File: src/sv/bpc_pkg.sv
`timescale 1ns / 1ps
// ----------------------------------------------------------------------------
// bpc_pkg
// Shared types and constants for the barometric compensation pipeline.
// ----------------------------------------------------------------------------
package bpc_pkg;

    localparam int unsigned CFG_INDEX_W = 3;
    localparam int unsigned DIV_W       = 32;

    typedef enum logic [CFG_INDEX_W-1:0] {
        REG_AC1_AC2 = 3'd0,
        REG_AC3_AC4 = 3'd1,
        REG_AC5_AC6 = 3'd2,
        REG_B1_B2   = 3'd3,
        REG_MC_MD   = 3'd4,
        REG_OSS     = 3'd5
    } reg_index_t;

    localparam logic [31:0] B6_OFFSET  = 32'd4000;
    localparam logic [31:0] B4_OFFSET  = 32'd32768;
    localparam logic [31:0] B7_SCALE   = 32'd50000;
    localparam logic [31:0] P_COEF_A   = 32'd3038;
    localparam logic [31:0] P_COEF_B   = 32'hFFFF_E343;
    localparam logic [31:0] P_COEF_C   = 32'd3791;

endpackage

File: src/sv/bpc_udiv.sv
`timescale 1ns / 1ps
// ----------------------------------------------------------------------------
// bpc_udiv
// Pipelined unsigned restoring divider, one quotient bit per stage, with a
// side payload carried alongside and a shared stall enable.
// ----------------------------------------------------------------------------
module bpc_udiv #(
    parameter int unsigned WIDTH   = bpc_pkg::DIV_W,
    parameter int unsigned SIDE_W  = 8
) (
    input  logic              clk,
    input  logic              rst_n,
    input  logic              en,
    input  logic              in_valid,
    input  logic [WIDTH-1:0]  dividend,
    input  logic [WIDTH-1:0]  divisor,
    input  logic [SIDE_W-1:0] side_in,
    output logic              out_valid,
    output logic [WIDTH-1:0]  quotient,
    output logic [SIDE_W-1:0] side_out
);

    logic [WIDTH-1:0]  rem_reg  [WIDTH+1];
    logic [WIDTH-1:0]  num_reg  [WIDTH+1];
    logic [WIDTH-1:0]  den_reg  [WIDTH+1];
    logic [SIDE_W-1:0] side_reg [WIDTH+1];
    logic [WIDTH:0]    vld_reg;

    always_comb
    begin
        rem_reg[0]  = '0;
        num_reg[0]  = dividend;
        den_reg[0]  = divisor;
        side_reg[0] = side_in;
        vld_reg[0]  = in_valid;
    end

    for (genvar s = 0; s < WIDTH; s++) begin : g_stage
        logic [WIDTH:0]   trial;
        logic [WIDTH:0]   diff;
        always_comb
        begin
            trial = {rem_reg[s], num_reg[s][WIDTH-1]};
            diff  = trial - {1'b0, den_reg[s]};
        end
        always_ff @(posedge clk or negedge rst_n)
        begin
            if (!rst_n)
            begin
                vld_reg[s+1] <= 1'b0;
            end
            else if (en)
            begin
                vld_reg[s+1] <= vld_reg[s];
            end
        end
        always_ff @(posedge clk)
        begin
            if (en)
            begin
                if (!diff[WIDTH])
                begin
                    rem_reg[s+1] <= diff[WIDTH-1:0];
                end
                else
                begin
                    rem_reg[s+1] <= trial[WIDTH-1:0];
                end
                num_reg[s+1]  <= {num_reg[s][WIDTH-2:0], ~diff[WIDTH]};
                den_reg[s+1]  <= den_reg[s];
                side_reg[s+1] <= side_reg[s];
            end
        end
    end

    assign out_valid = vld_reg[WIDTH];
    assign quotient  = num_reg[WIDTH];
    assign side_out  = side_reg[WIDTH];

endmodule

File: config.mk
export PLATFORM = sky130hd
export DESIGN_NAME = bpc_udiv
export DESIGN_NICKNAME = d
export VERILOG_FILES = /design/src/sv/bpc_pkg.sv /design/src/sv/bpc_udiv.sv
export SDC_FILE = /design/constraint.sdc
export NUM_CORES = 2
export LEC_CHECK = 0
export BUFFER_PORTS_ARGS = -buffer_cell sky130_fd_sc_hd__clkbuf_2
export CORE_MARGIN = 2
export CORE_UTILIZATION = 50
export CTS_BUF_LIST = sky130_fd_sc_hd__clkbuf_2
export DETAILED_ROUTE_END_ITERATION = 6
export PLACE_DENSITY = 0.65
export SLEW_MARGIN = 40
export SYNTH_ARGS = -nofsm -noshare
export SYNTH_HDL_FRONTEND = slang
export SYNTH_SLANG_ARGS = --single-unit
File: constraint.sdc
create_clock -name clk -period 12.21 [get_ports clk]
set_clock_uncertainty 0.2 [all_clocks]
set_input_delay 1.221 -clock clk [delete_from_list [all_inputs] [get_ports clk]]
set_output_delay 1.221 -clock clk [all_outputs]
set_load 0.01 [all_outputs]
==> metrics.csv <==
metric;value;unit
outcome;completed;
Post-synth EDFFs;3264;
Tcrit/Tclk final;44.0;%
initial antenna violation count;12;
io pins;117;
Setup violations, final;0;
die width;575;um
crit path cell chain;ha_1 -> fa_1 -> nor2b_1 -> o31a_1 -> nor3_1 -> o21ai_1 -> a31oi_1 -> o311a_1 -> or3_1 -> and4_1 -> or2_1 -> inv_2 -> mux2_2;
CP endpoint;g_stage[21].trial[29];
post-layout util;55.3;%
Slowest-stage cell, CP;inv_2;
layout cell share with drive strength beyond 1;17.0;%
Hold Crit Class;reg -> reg;
fill cell count;26876;
Clock Sinks;3296;
DIE HEIGHT;575;um
syn avg cell area;13.2;um2
Combinational Power Share;45.7;%
CP Capture Type;flop;
Post-synth ARST share;0.971;%
Clk pin slew, worst setup/hold paths;0.10;ns
Area contributors post-synth;edfxtp_1 (60%), ha_1 (7.6%), mux2_2 (5.2%), inv_1 (2.9%), xnor2_1 (2.8%);
Slew @ Worst Pin;0.976;ns
max reg flops;1023;
grt total ovfl;0;
starting density of the core;50.3;%
max cap viols;0;
r2r setup slk;6.84;ns
cell count after synthesis;12376;
unrepaired setup endpoints after global routing;false;
CTS Buf Count;838;
CTS Buffer Depth;4;
GPL Wtd Cong;0.933;
share of power burned in registers;38.1;%
Internal;29200;uW
vias per cell;5.51;
Pre-antenna DRT Iters;6;
Setup Fix Bufs, Post-CTS;0;
DRC viols;0;
R2R depth;13;
Design Area, Final;179000;um2
register area share after synthesis;60.5;%
Crit Path Max Fanout;22;
Placement Cell Area;169000;um2
core area;325000;um2
vias in the first global route;102686;
worst skew pair latency;2.19;ns
pwr/cell area;261;nW/um2
Startpoint Class;flop;
Area Overhead vs Synth;9.95;%
Antenna Nets Post-Route;0;
synthesized flop and latch total;3296;
Slew HR;34.9;%
fin crit period;5.37;ns
arrival time worst endpoint;7.07;ns
Worst R2R End;g_stage[21].trial[29];
reg2reg start;den_reg[384];
Synth cell types;104;
dpl hpwl;263;mm
Via Count;101085;
CP Class;reg -> reg;
clock power share;16.2;%
DRT iter0 DRCs;7021;
Lkg Pwr;0.0728;uW
Largest stage delay, worst path;0.59;ns
Yosys warning count;0;
std cell rows;209;
Switching Fraction;37.8;%
total negative slack;0;ns
top cell type by total area after synthesis;edfxtp_1;
total wire length;365;mm
NetSw;17700;uW
CTS Root Buffer Type;clkbuf_2;
IO buf count;116;
# H-tree levels;6;
area of the mapped netlist;163000;um2
endpoints failing hold;0;
largest net degree at the start of global routing;174;
first-pass GRT wire length;568;mm
Die ar.;331000;um2
final net count;14505;
wire per inst;19.9;um
CTS tree;done;
Yosys top cell area share;60.0;%
Final Max Tran Viols;0;
Setup crit start;den_reg[384];
total track usage;21.7;%
Synth Flop Type;edfxtp_1;
worst vdd ir;0.311;mV
CP required;13.91;ns
fmax;186;MHz
-- Yosys cell counts, drive strengths merged (132+ instances only) --
cell type     n
xnor2       515
xor2        240
inv        1276
nor2        506
nand3       141
nor3        165
o21ai       605
edfxtp     3264
a21o        430
ha          993
o21a        173
a21oi       828
mux2        850
clkbuf      132
nand2       482
-- what timing repair did --
| item | 4_1_cts | 5_1_grt |
|---|---|---|
| gates resized for setup | 0 | 0 |
| hold buffers | 225 | 0 |
| hold endpoints to repair | 1658 | 0 |
-- metrics by stage --
step | worst slack, ns | hold slack, ns | power (uW) | std cells
after floorplan | 8.22 | 0.200 | 33600 | 12390
after global placement | 6.77 | 0.200 | 38800 | 16651
after detailed placement | 6.81 | 0.205 | 39200 | 16658
after CTS | 6.73 | 0.00119 | 47200 | 18334
after global routing | 6.53 | 0.105 | 50200 | 18343
final | 6.84 | 0.112 | 46900 | 18354
-- power by group through the flow --
stage | sequential, uW | combinational, uW | clock (uW)
2_1_floorplan | 17000 | 16600 | 0
3_3_place_gp | 18200 | 20600 | 0
3_5_place_dp | 18200 | 21100 | 0
4_1_cts | 17900 | 21300 | 7990
5_1_grt | 18100 | 23600 | 8550
6_report | 17900 | 21400 | 7600
-- layer usage --
| layer | part of all wire (%) | up-vias | track usage, % |
|---|---|---|---|
| li1 | - | 48856 | - |
| met1 | 41 | 48749 | 26.5 |
| met2 | 50 | 2651 | 37.9 |
| met3 | 4.2 | 821 | 3.27 |
| met4 | 4.1 | 8 | 9.89 |
| met5 | 0.015 | - | 0 |
-- worst min-delay path by stage --
stage | startpoint | end | slack [ns] | depth (start not counted)
6_report | num_reg[765] | num_reg[734] | 0.11 | 0
5_1_grt | num_reg[468] | num_reg[437] | 0.10 | 0
4_1_cts | dividend[31] | g_stage[1].trial[1] | 0.001 | 5
3_5_place_dp | num_reg[144] | num_reg[113] | 0.20 | 0
3_3_place_gp | side_reg[173] | side_reg[165] | 0.20 | 0
2_1_floorplan | num_reg[766] | g_stage[10].trial[0] | 0.20 | 0
-- area by class of cell --
type / instances / area [um2] / area share, %
clock inverter: 291 / 1940 / 1.08
sequential: 3296 / 98800 / 55.1
inverter: 1276 / 4790 / 2.67
timing repair buffer: 424 / 3950 / 2.20
tap: 4325 / 5410 / 3.01
clock buffer: 1160 / 5810 / 3.23
multi-input combinational: 7570 / 58700 / 32.7
antenna: 12 / 30.0 / 0.0167
-- kinds of logic after synthesis --
| family | count (synthesis) | share of synthesized area [%] |
|---|---|---|
| DFF | 3296 | 60.5 |
| buffers and inverters | 1524 | 3.69 |
| adders and majority gates | 1023 | 7.98 |
| other | 1 | 0.00230 |
| xor gates and xnor gates | 755 | 4.06 |
| AOI/OAI and AO/OA | 2874 | 11.4 |
| muxes | 923 | 6.37 |
| and+or+nand+nor | 1980 | 5.98 |
-- worst max-delay path, delay by kind of cell, from the launching register on --
family          cells  cell delay (ns)
simple gates        5             1.45
compound gates      4             1.33
fa+ha+maj           2             0.66
buf+inv             1             0.59
mux                 1             0.42
flops               1             0.41
-- placed cells by master (no fill, tap or decap), drive strengths merged, types with 86 or more instances in the layout --
master	Yosys	routed
a21oi	828	828
o21ai	605	605
a21o	430	430
clkbuf	132	1275
ha	993	993
and3	90	90
nor3	165	165
buf	116	86
clkinv	0	239
nand2b	114	114
inv	1276	1309
nand3	141	141
mux2	850	850
edfxtp	3264	3264
xnor2	515	515
o21bai	109	109
o21a	173	173
a31oi	116	116
nor2b	123	123
nand2	482	482
nor2	506	506
xor2	240	240
dlygate4sd3	0	223
nand4	117	117
Note: power is estimated with default switching activity, not from simulation.
